--- src/sv/mcc_div_pipe.sv ---
// Pipelined restoring divider, one quotient bit per register stage, several lanes in lockstep.
// Generic; carries a valid bit and a sideband word alongside. No package dependency.
`default_nettype none
module mcc_div_pipe #(
    parameter int LANES  = 1,
    parameter int Q_W    = 8,
    parameter int D_W    = 8,
    parameter int SIDE_W = 1
) (
    input  wire logic                          clk,
    input  wire logic                          rst_n,
    input  wire logic                          advance,
    input  wire logic                          in_valid,
    input  wire logic [LANES-1:0][D_W-1:0]     rem_init,
    input  wire logic [LANES-1:0][D_W-1:0]     den,
    input  wire logic [LANES-1:0][Q_W-1:0]     dividend_bits,
    input  wire logic [SIDE_W-1:0]             in_side,
    output logic                               out_valid,
    output logic [LANES-1:0][Q_W-1:0]          quotient,
    output logic [SIDE_W-1:0]                  out_side
);

    logic                          valid_reg [Q_W];
    logic [LANES-1:0][D_W-1:0]     rem_reg   [Q_W];
    logic [LANES-1:0][D_W-1:0]     den_reg   [Q_W];
    logic [LANES-1:0][Q_W-1:0]     nq_reg    [Q_W];
    logic [SIDE_W-1:0]             side_reg  [Q_W];

    // Each stage shifts the top remaining dividend bit into the remainder and
    // shifts the new quotient bit in at the bottom of the same word.
    for (genvar s = 0; s < Q_W; s++) begin : g_stage
        logic                      src_valid;
        logic [LANES-1:0][D_W-1:0] src_rem;
        logic [LANES-1:0][D_W-1:0] src_den;
        logic [LANES-1:0][Q_W-1:0] src_nq;
        logic [SIDE_W-1:0]         src_side;
        logic [LANES-1:0][D_W-1:0] rem_next;
        logic [LANES-1:0][Q_W-1:0] nq_next;

        if (s == 0) begin : g_first
            assign src_valid = in_valid;
            assign src_rem   = rem_init;
            assign src_den   = den;
            assign src_nq    = dividend_bits;
            assign src_side  = in_side;
        end else begin : g_rest
            assign src_valid = valid_reg[s-1];
            assign src_rem   = rem_reg[s-1];
            assign src_den   = den_reg[s-1];
            assign src_nq    = nq_reg[s-1];
            assign src_side  = side_reg[s-1];
        end

        always_comb
        begin
            logic [D_W:0] t;
            logic         qb;
            for (int l = 0; l < LANES; l++)
            begin
                t  = {src_rem[l], src_nq[l][Q_W-1]};
                qb = (t >= {1'b0, src_den[l]});
                if (qb)
                begin
                    t = t - {1'b0, src_den[l]};
                end
                rem_next[l] = t[D_W-1:0];
                nq_next[l]  = {src_nq[l][Q_W-2:0], qb};
            end
        end

        always_ff @(posedge clk or negedge rst_n)
        begin
            if (!rst_n)
            begin
                valid_reg[s] <= 1'b0;
            end
            else if (advance)
            begin
                valid_reg[s] <= src_valid;
            end
        end

        always_ff @(posedge clk)
        begin
            if (advance)
            begin
                rem_reg[s]  <= rem_next;
                den_reg[s]  <= src_den;
                nq_reg[s]   <= nq_next;
                side_reg[s] <= src_side;
            end
        end
    end

    assign out_valid = valid_reg[Q_W-1];
    assign quotient  = nq_reg[Q_W-1];
    assign out_side  = side_reg[Q_W-1];

endmodule
`default_nettype wire

--- config.mk ---
export PLATFORM = sky130hd
export DESIGN_NAME = mcc_div_pipe
export DESIGN_NICKNAME = d
export VERILOG_FILES = /design/src/sv/mcc_div_pipe.sv
export SDC_FILE = /design/constraint.sdc
export NUM_CORES = 1
export LEC_CHECK = 0
export BUFFER_PORTS_ARGS = -buffer_cell sky130_fd_sc_hd__buf_2
export CORE_MARGIN = 1.5
export CORE_UTILIZATION = 40
export CTS_CLUSTER_SIZE = 28
export DETAILED_ROUTE_END_ITERATION = 8
export PLACE_DENSITY = 0.63
export RECOVER_POWER = 50
export SKIP_CTS_REPAIR_TIMING = 1
export SLEW_MARGIN = 20
export SYNTH_ARGS = -nofsm -noshare
export SYNTH_HDL_FRONTEND = slang
export SYNTH_SLANG_ARGS = --single-unit
--- constraint.sdc ---
create_clock -name clk -period 2.4 [get_ports clk]
set_input_delay 0.6 -clock clk [delete_from_list [all_inputs] [get_ports clk]]
set_output_delay 0.6 -clock clk [all_outputs]
set_load 0.005 [all_outputs]
==> results of run 1 <==
## final cells by class
type | count | area (sq um)
clock inverter | 13 | 133
tap | 313 | 392
inverter | 92 | 345
clock buffer | 19 | 433
sequential | 192 | 5730
timing repair buffer | 76 | 509
fill | 1983 | 12000
multi-input combinational | 388 | 3380
## kinds of logic after synthesis
logic type / after synthesis / share of synthesized area (%)
flops: 192 / 60.7
simple gates: 107 / 6.58
fa+ha+maj: 71 / 9.98
buf+inv: 96 / 3.95
compound gates: 123 / 9.21
mux: 66 / 7.59
xor+xnor: 21 / 1.95
## power breakdown
part	switching (mW)	total [mW]	internal (mW)
sequential	0.251	4.73	4.48
clock	1.24	2.70	1.46
combinational	1.79	3.66	1.87
total	3.28	11.1	7.81
## routing by layer
metal / vias up / part of all wire (%) / track usage [%]
li1: 2700 / - / -
met5: - / 0 / 0
met3: 15 / 2.7 / 3.10
met2: 80 / 56 / 25.8
met1: 2628 / 40 / 13.6
met4: 0 / 1.3 / 4.94
## stage by stage
stage	utilization [%]	TNS (ns)	total power [mW]
3_5_place_dp	44.9	-1.13	8.33
4_1_cts	47.4	-0.405	11.1
3_3_place_gp	44.9	-0.319	8.15
5_1_grt	47.7	-0.0193	11.8
6_report	47.7	0	11.1
2_1_floorplan	-	-0.243	7.37
## cell usage in the layout (no fill, tap or decap), types with 19 or more instances in the layout
cell type	instances
sky130_fd_sc_hd__a21oi_1	28
sky130_fd_sc_hd__buf_4	28
sky130_fd_sc_hd__nor2_1	25
sky130_fd_sc_hd__edfxtp_1	184
sky130_fd_sc_hd__ha_1	63
sky130_fd_sc_hd__buf_2	32
sky130_fd_sc_hd__mux2_2	44
sky130_fd_sc_hd__xnor2_1	19
sky130_fd_sc_hd__mux2i_1	22
sky130_fd_sc_hd__inv_1	92
sky130_fd_sc_hd__o21ai_0	21
## worst max-delay path by stage
stage / start / endpoint / slack [ns] / cells past startpoint
floorplan: dividend_bits[7] / rem_reg[0][2] / -0.04 / 7
global placement: dividend_bits[7] / rem_reg[0][6] / -0.06 / 9
detailed placement: dividend_bits[7] / rem_reg[0][6] / -0.16 / 9
CTS: rem_reg[5][5] / rem_reg[6][3] / -0.08 / 6
global route: rem_reg[5][6] / rem_reg[6][3] / -0.008 / 7
finish: rem_reg[5][6] / rem_reg[6][3] / 0.07 / 7
## cell usage after synthesis (6+ instances only)
cell                         n  area [sq um]
sky130_fd_sc_hd__a21o_1     14           105
sky130_fd_sc_hd__a21oi_1    30           150
sky130_fd_sc_hd__dfrtp_1     8           200
sky130_fd_sc_hd__edfxtp_1  184          5530
sky130_fd_sc_hd__fa_1        7           140
sky130_fd_sc_hd__ha_1       64           801
sky130_fd_sc_hd__inv_1      92           345
sky130_fd_sc_hd__mux2_2     44           495
sky130_fd_sc_hd__mux2i_1    22           220
sky130_fd_sc_hd__nand2_1     9          33.8
sky130_fd_sc_hd__nand2b_1    6          37.5
sky130_fd_sc_hd__nand3_1    16          80.1
sky130_fd_sc_hd__nor2_1     25          93.8
sky130_fd_sc_hd__nor2b_1    18           113
sky130_fd_sc_hd__nor3_1      8          40.0
sky130_fd_sc_hd__o21a_1     14           105
sky130_fd_sc_hd__o21ai_0    22           110
sky130_fd_sc_hd__o31a_1      9          78.8
sky130_fd_sc_hd__xnor2_1    19           166
## critical path, delay by kind of cell, from the launching register on
family                     cells  cell delay (ns)
DFF                            1             0.40
muxes                          1             0.32
AOI/OAI and AO/OA              2             0.57
adders and majority gates      1             0.39
and+or+nand+nor                2             0.25
buffers and inverters          1             0.14
==> reports/results.ini, run 1 <==
[timing]
finalSetupViolCount=0
timing.hold.ws_ns=0.349
final.setup_skew_ns=0.00812
layout_worst_path_cycle_share_pct=96.9
final.min_clock_period_ns=2.33
relSlewSlack_pct=-6.10
maxSlewViolCount=26
final_critical_path_setup_slack_ns=0.0743
max_slew.worst_pin.slew_ns=1.59
clock.fmax_mhz=430
final_hold_viol_count=0

[worst_setup_path]
worstPathMaxFanout=4
cp_cell_sequence=ha_1 > nand3_1 > nor2_1 > a2111oi_4 > o31a_1 > buf_4 > mux2_2
reg2reg_slack_ns=0.07
startpoint_type=flop
arrival_ns=2.50
regToRegStartpoint=rem_reg[5][6]
worstSetupEndpointType=flop
critical-path-max-stage-delay_ns=0.40
worst-endpoint-required_ns=2.57
cp_slowest_cell=sky130_fd_sc_hd__edfxtp_1
path_class=reg -> reg
worstReg2RegEnd=rem_reg[6][3]
reg2reg_depth=7

[drt]
routed_wire_length_per_instance_microns=13.9
post-route-drc-count=0
detail-route-antenna-nets=0
wirelength_microns=15200
firstDrtPassIters=4
first_drt_iteration_drcs=215
route.vias.total=5423
routed_via_density=4.96

[global_route]
grt_first_pass_wirelength_microns=25500
number_of_antenna_violations_at_the_first_check_in_global_routing=0
number_of_global_route_vias_before_repair=5633
grt_usage_pct=13.2
grt-ovfl-total=0
pin_count_of_the_biggest_net_entering_global_routing=89

[final_layout]
post_route_cells_drive_above_1_share_pct=20.0
layout_net_count=867
finalInstanceArea_sq_mm=0.0109
layout-area-overhead-vs-synth_pct=15.8
antenna_cells_inserted=0
instances_no_fill=1093
largest_register_ff_count=64

[run_status]
failed_checks=max-capacitance violations, max-slew violations
run_status=finished with violations

[clock_network]
tritoncts=yes
cts_made_buffers=17
cts.reportedPaths.clkPinSlew_ns=0.07
h-tree-depth=4
clock_sinks=192
clkLatencyLatePin_ns=0.42
cts.root.buffer_cell=sky130_fd_sc_hd__clkbuf_16
ctsLongestPathBuffers=2

[yosys]
ys_ff_latch=192
sequential_fraction_of_the_synthesis_area_pct=60.7
cells_after_synthesis=676
yosys_most_used_dff=sky130_fd_sc_hd__edfxtp_1
yosysWarningCount=0
synth_area_per_cell_sq_um=13.9
number_of_enable_flip_flop_cells_after_synthesis=184
synth.distinct_cells=53
synth.cell_area_sq_mm=0.00943
synthArstFlopShare_pct=4.17
synth_fp_nets=776

[placed_design]
placed_cells=1057
place_area_sq_mm=0.0103
placement.io_buffers=38
place_ws_ns=-0.165
globalplace.congestion=0.897
post_dp_hpwl_microns=11000

[run]
drv.max_cap_violation_count=1

[pwr]
vdd.ir_drop.worst_mv=0.378
power_per_cell_area_mw_per_mm2=1020
power.leakage_nw=4.36

[hold_path]
whs_endpoint=nq_reg[0][5]
min_delay_path_depth=1
holdCritStartpoint=dividend_bits[4]
hold_class=in -> reg

[floorplan]
die-area_sq_mm=0.0245
initial_core_util_pct=41.1
fp.dieH_microns=157
die_w_microns=157
core_area_sq_mm=0.0229
core.rowCount=55
io_pins=39

No activity file was read; power rests on OpenSTA's default activity.
==> run 2: changes to the inputs <==
--- a/config.mk
+++ b/config.mk
@@ -11,5 +11,5 @@
 export CTS_CLUSTER_SIZE = 28
 export DETAILED_ROUTE_END_ITERATION = 8
-export PLACE_DENSITY = 0.63
+export PLACE_DENSITY_LB_ADDON = 0.05
 export RECOVER_POWER = 50
 export SKIP_CTS_REPAIR_TIMING = 1
==> constraint.sdc (replaced) <==
create_clock -name clk -period 2.4 [get_ports clk]
set_input_delay 0.36 -clock clk [delete_from_list [all_inputs] [get_ports clk]]
set_output_delay 0.36 -clock clk [all_outputs]
set_load 0.005 [all_outputs]
==> reports/results.ini, run 2 (synthesis gave the netlist of run 1 again) <==
[placed_design]
placed_cells=1056  ; -0.095%
post_dp_hpwl_microns=12100  ; +10%
placement.io_buffers=38  ; unchanged
place_area_sq_mm=0.0103  ; -0.19%
globalplace.congestion=0.820  ; -8.6%

[run_status]
failed_checks=max-capacitance violations, max-slew violations
run_status=finished with violations

[worst_setup_path]
arrival_ns=2.48  ; -0.02 ns
reg2reg_slack_ns=0.09  ; about the same
worst_setup_path_startpoint=rem_reg[2][0]
worstPathMaxFanout=6  ; +2
worstReg2RegEnd=rem_reg[3][4]
startpoint_type=flop
worst-endpoint-required_ns=2.57  ; about the same
regToRegStartpoint=rem_reg[2][0]
critPathCapture=rem_reg[3][4]
reg2reg_depth=6  ; -1
worstSetupEndpointType=flop
path_class=reg -> reg

[pwr]
internal_power_mw=7.86  ; +0.59%
seqPwrFrac_pct=42.0  ; -0.7 points
clockPowerShare_pct=26.1  ; +1.8 points
power.leakage_nw=4.38  ; +0.39%
power_switching_mw=3.44  ; +4.8%
pwr-share-comb_pct=31.9  ; -1.1 points
power_per_cell_area_mw_per_mm2=1040  ; +1.9%
power_switching_share_pct=30.5  ; +0.86 points
vdd.ir_drop.worst_mv=0.543  ; +44%

[drt]
routed_wire_length_per_instance_microns=14.9  ; +7.5%
first_drt_iteration_drcs=211  ; -1.9%
post-route-drc-count=0  ; unchanged
firstDrtPassIters=4  ; unchanged
wirelength_microns=16300  ; +7.2%
detail-route-antenna-nets=0  ; unchanged
routed_via_density=5.02  ; +1.2%
route.vias.total=5471  ; +0.89%

[final_layout]
layout_net_count=864  ; -0.35%
layout_commonest_cell=sky130_fd_sc_hd__edfxtp_1
layout_common_cells=sky130_fd_sc_hd__edfxtp_1, sky130_fd_sc_hd__inv_1, sky130_fd_sc_hd__ha_1
layout-area-overhead-vs-synth_pct=15.8  ; about the same
postLayoutCoreUtil_pct=47.6  ; about the same
num-fill-cells=2018  ; +1.8%
instances_no_fill=1090  ; -0.27%
antenna_cells_inserted=0  ; unchanged
post_route_cells_drive_above_1_share_pct=19.7  ; -0.31 points
finalInstanceArea_sq_mm=0.0109  ; about the same
largest_register_ff_count=64  ; unchanged

[timing]
finalSetupViolCount=0  ; unchanged
layout_worst_path_cycle_share_pct=96.3  ; -0.56 points
final_hold_viol_count=0  ; unchanged
relSlewSlack_pct=-26.7  ; -21 points
final.min_clock_period_ns=2.31  ; -0.0135 ns
rsz0062_at_grt=no
max_slew.worst_pin.slew_ns=1.90  ; +0.306 ns
clock.fmax_mhz=432  ; +0.58%
final.setup_skew_ns=0.0101  ; +0.00199 ns
maxSlewViolCount=40  ; +54%

[global_route]
grt_usage_pct=14.3  ; +1.0 points
number_of_global_route_vias_before_repair=5827  ; +3.4%
grt_first_pass_wirelength_microns=27100  ; +6.3%
grt-ovfl-total=0  ; unchanged
pin_count_of_the_biggest_net_entering_global_routing=62  ; -30%
number_of_antenna_violations_at_the_first_check_in_global_routing=0  ; unchanged

[clock_network]
cts.reportedPaths.clkPinSlew_ns=0.08  ; about the same
clkLatencyLatePin_ns=0.43  ; about the same
cts_made_buffers=17  ; unchanged
ctsLongestPathBuffers=2  ; unchanged
cts.root.buffer_cell=sky130_fd_sc_hd__clkbuf_16
tritoncts=yes
clock_sinks=192  ; unchanged
h-tree-depth=4  ; unchanged

[floorplan]
io_pins=39  ; unchanged
fp.dieH_microns=157  ; unchanged
die-area_sq_mm=0.0245  ; unchanged
core_area_sq_mm=0.0229  ; unchanged
die_w_microns=157  ; unchanged
core.rowCount=55  ; unchanged
initial_core_util_pct=41.1  ; unchanged

[hold_path]
hold_class=in -> reg
min_delay_path_depth=1  ; unchanged

[run]
drv.max_cap_violation_count=1  ; unchanged

[run 2: cell count changes in the layout (fill, tap and decap cells not counted), moves of 2 or more]
cell	before	now
sky130_fd_sc_hd__clkinv_8	1	7
sky130_fd_sc_hd__clkinv_1	2	0
sky130_fd_sc_hd__clkbuf_2	0	2
sky130_fd_sc_hd__buf_4	28	23
[run 2: cell type report]
type	count	area (sq um)	share of cell area, %
clock buffer	17	425	3.90
timing repair buffer	73	467	4.28
sequential	192	5730	52.5
tap	313	392	3.59
inverter	92	345	3.16
clock inverter	15	218	1.99
multi-input combinational	388	3340	30.6
[run 2: power by group through the flow]
stage	Sequential, mW	Clock [mW]	Combinational, mW
CTS	4.76	3.04	3.59
detailed placement	4.83	0	3.56
finish	4.75	2.95	3.61
floorplan	4.72	0	2.65
global placement	4.83	0	3.48
global route	4.82	3.17	4.01
[run 2: worst min path at each step]
stage,start,to
final,dividend_bits[6],nq_reg[0][7]
after global routing,dividend_bits[3],nq_reg[0][4]
after CTS,rst_n,g_stage[1].src_valid
after detailed placement,rst_n,out_valid
after global placement,rst_n,out_valid
after floorplan,rst_n,g_stage[1].src_valid
[run 2: critical path, cell delays in order (launching register included)]
cell and delay, ns:
sky130_fd_sc_hd__edfxtp_1 0.41, sky130_fd_sc_hd__ha_1 0.33, sky130_fd_sc_hd__nor2b_1 0.15, sky130_fd_sc_hd__o21bai_1 0.25
sky130_fd_sc_hd__nand3b_1 0.23, sky130_fd_sc_hd__a31oi_4 0.31, sky130_fd_sc_hd__mux2_2 0.38
[run 2: through the flow]
step                total power, mW  setup slack, ns  hold WS, ns  TNS (ns)
floorplan                      7.37            0.175       0.0644         0
CTS                            11.4          -0.0507       -0.259    -0.284
detailed placement             8.40          -0.0419        0.210    -0.297
global route                   12.0           0.0167       0.0783         0
global placement               8.31         -0.00794        0.207   -0.0381
finish                         11.3           0.0877        0.101         0
[run 2: metal layers]
layer | share of wire, % | vias to the layer above | GRT usage (%)
met2 | 55 | 103 | 28.0
met4 | 3.0 | 0 | 6.44
met5 | 0 | - | 0
li1 | - | 2697 | -
met3 | 2.5 | 36 | 2.82
met1 | 39 | 2635 | 14.4
==> run 3: changes to the inputs <==
BUFFER_PORTS_ARGS = -buffer_cell sky130_fd_sc_hd__clkbuf_2   (was -buffer_cell sky130_fd_sc_hd__buf_2)
==> reports/results.ini, run 3 (synthesis gave the netlist of run 1 again) <==
[run_status]
run_status=finished with violations
failed_checks=max-capacitance violations, max-slew violations

[worst_setup_path]
cp_slowest_cell=sky130_fd_sc_hd__edfxtp_1
timing.critical_path.buf_inv=1  ; +1
critical-path-max-stage-delay_ns=0.41  ; about the same
cp_cell_sequence=ha_1 > nor2b_1 > o21ai_0 > a21oi_2 > a21boi_2 > buf_4 > mux2_2
worstSetupEndpointType=flop
arrival_ns=2.51  ; +0.03 ns
worst-endpoint-required_ns=2.58  ; about the same
startpoint_type=flop
path_class=reg -> reg
crit_family=compound AO/OA/AOI/OAI gates
worstPathMaxFanout=6  ; unchanged

[timing]
max_slew.worst_pin.slew_ns=1.68  ; -0.213 ns
clock.fmax_mhz=430  ; -0.47%
final_critical_path_setup_slack_ns=0.0768  ; -0.0109 ns
final.min_clock_period_ns=2.32  ; +0.0109 ns
final.setup_skew_ns=0.0110  ; +0.000868 ns
relSlewSlack_pct=-12.3  ; +14 points
finalSetupViolCount=0  ; unchanged
layout_worst_path_cycle_share_pct=96.8  ; +0.46 points
maxSlewViolCount=35  ; -13%
final_hold_viol_count=0  ; unchanged
tns_ns=0  ; unchanged

[drt]
post-route-drc-count=0  ; unchanged
firstDrtPassIters=4  ; unchanged
detail-route-antenna-nets=0  ; unchanged
wirelength_microns=16500  ; +1.3%
routed_wire_length_per_instance_microns=15.1  ; +1.3%
routed_via_density=5.05  ; +0.62%
first_drt_iteration_drcs=282  ; +34%
route.vias.total=5505  ; +0.62%

[global_route]
grt.met3_usage_pct=3.32  ; +0.50 points
number_of_global_route_vias_before_repair=5783  ; -0.76%
number_of_antenna_violations_at_the_first_check_in_global_routing=0  ; unchanged
pin_count_of_the_biggest_net_entering_global_routing=78  ; +26%
grt-ovfl-total=0  ; unchanged
grt_usage_pct=14.3  ; +0.060 points
use_met1_pct=14.6  ; +0.18 points
grt_first_pass_wirelength_microns=27100  ; -0.18%
globalRoute.busiestLayer=met2
use_met2_pct=27.7  ; -0.32 points

[hold_path]
hold_class=in -> reg

[final_layout]
layout_net_count=864  ; unchanged
post_route_cells_drive_above_1_share_pct=18.5  ; -1.2 points
layout-area-overhead-vs-synth_pct=15.2
postLayoutCoreUtil_pct=47.4  ; -0.23 points
layout_common_cells=sky130_fd_sc_hd__edfxtp_1, sky130_fd_sc_hd__inv_1, sky130_fd_sc_hd__ha_1
finalInstanceArea_sq_mm=0.0109  ; -0.49%
largest_register_ff_count=64  ; unchanged
antenna_cells_inserted=0  ; unchanged
num-fill-cells=2090  ; +3.6%
layout_commonest_cell=sky130_fd_sc_hd__edfxtp_1

[pwr]
design_power_total_mw=11.2  ; -1.2%
power_per_cell_area_mw_per_mm2=1030  ; -0.72%
power.leakage_nw=4.34  ; -0.93%
vdd.ir_drop.worst_mv=0.473  ; -13%

[placed_design]
place_ws_ns=-0.0122  ; +0.0296 ns
post_dp_hpwl_microns=12200  ; +1.1%
placement.io_buffers=38  ; unchanged
place_area_sq_mm=0.0103  ; about the same
globalplace.congestion=0.853  ; +4.0%

[floorplan]
fp.dieH_microns=157  ; unchanged
core_area_sq_mm=0.0229  ; unchanged
initial_core_util_pct=41.1  ; unchanged
die_w_microns=157  ; unchanged
core.rowCount=55  ; unchanged
die-area_sq_mm=0.0245  ; unchanged
io_pins=39  ; unchanged

[clock_network]
clock_sinks=192  ; unchanged
clkLatencyLatePin_ns=0.43  ; about the same
h-tree-depth=4  ; unchanged
cts.reportedPaths.clkPinSlew_ns=0.08  ; about the same
ctsLongestPathBuffers=2  ; unchanged
cts_made_buffers=17  ; unchanged
cts.root.buffer_cell=sky130_fd_sc_hd__clkbuf_16
tritoncts=yes

[run]
drv.max_cap_violation_count=1  ; unchanged

-- run 3: cell count changes in the layout (fill, tap and decap cells not counted), moves of 2 or more --
cell	before	now
sky130_fd_sc_hd__inv_8	2	4
sky130_fd_sc_hd__buf_4	23	21
sky130_fd_sc_hd__clkinvlp_4	0	2
sky130_fd_sc_hd__clkbuf_1	11	19
sky130_fd_sc_hd__clkbuf_2	2	28
sky130_fd_sc_hd__clkinv_8	7	2
sky130_fd_sc_hd__buf_2	32	0
-- run 3: layout make-up --
class | instances | area [sq um] | share of cell area, %
inverter | 92 | 345 | 3.18
clock buffer | 17 | 425 | 3.92
tap | 313 | 392 | 3.61
clock inverter | 15 | 170 | 1.57
timing repair buffer | 73 | 452 | 4.16
sequential | 192 | 5730 | 52.7
multi-input combinational | 388 | 3350 | 30.9
-- run 3: power breakdown --
| group | internal (mW) | leakage (nW) | total (mW) | switching (mW) |
|---|---|---|---|---|
| clock network | 1.49 | 0.285 | 2.80 | 1.32 |
| logic | 1.84 | 2.17 | 3.60 | 1.76 |
| registers | 4.48 | 1.89 | 4.76 | 0.272 |
| total | 7.81 | 4.34 | 11.2 | 3.36 |
-- run 3: worst register-to-register path, delay by kind of cell (launching register included) --
| kind | cells | cell delay, ns |
|---|---|---|
| buffers and inverters | 1 | 0.16 |
| DFF | 1 | 0.41 |
| adders and majority gates | 1 | 0.34 |
| and+or+nand+nor | 1 | 0.15 |
| muxes | 1 | 0.34 |
| AOI/OAI and AO/OA | 3 | 0.68 |
-- run 3: metal layers --
layer | part of all wire, % | vias to the layer above
met5 | 0 | -
met2 | 55 | 87
met1 | 39 | 2699
met4 | 2.4 | 0
li1 | - | 2691
met3 | 2.8 | 28
-- run 3: final timing paths --
path / end / slack, ns / depth (start not counted) / start
setup reg to reg: rem_reg[1][2] / 0.08 / 7 / rem_reg[0][0]
hold reg to reg: nq_reg[1][9] / 0.41 / 0 / nq_reg[1][0]
min in group asynchronous: g_stage[4].src_valid / 0.36 / 2 / rst_n
hold / removal: nq_reg[0][6] / 0.1 / 1 / dividend_bits[5]
max in group asynchronous: g_stage[6].src_valid / 1.75 / 2 / rst_n
setup / recovery: rem_reg[1][2] / 0.08 / 7 / rem_reg[0][0]
-- run 3: per-stage QoR --
step,hold WS [ns],cells
after global routing,0.0685,1090
after CTS,-0.254,1089
after floorplan,0.0644,676
after global placement,0.209,1057
final,0.0995,1090
after detailed placement,0.210,1057
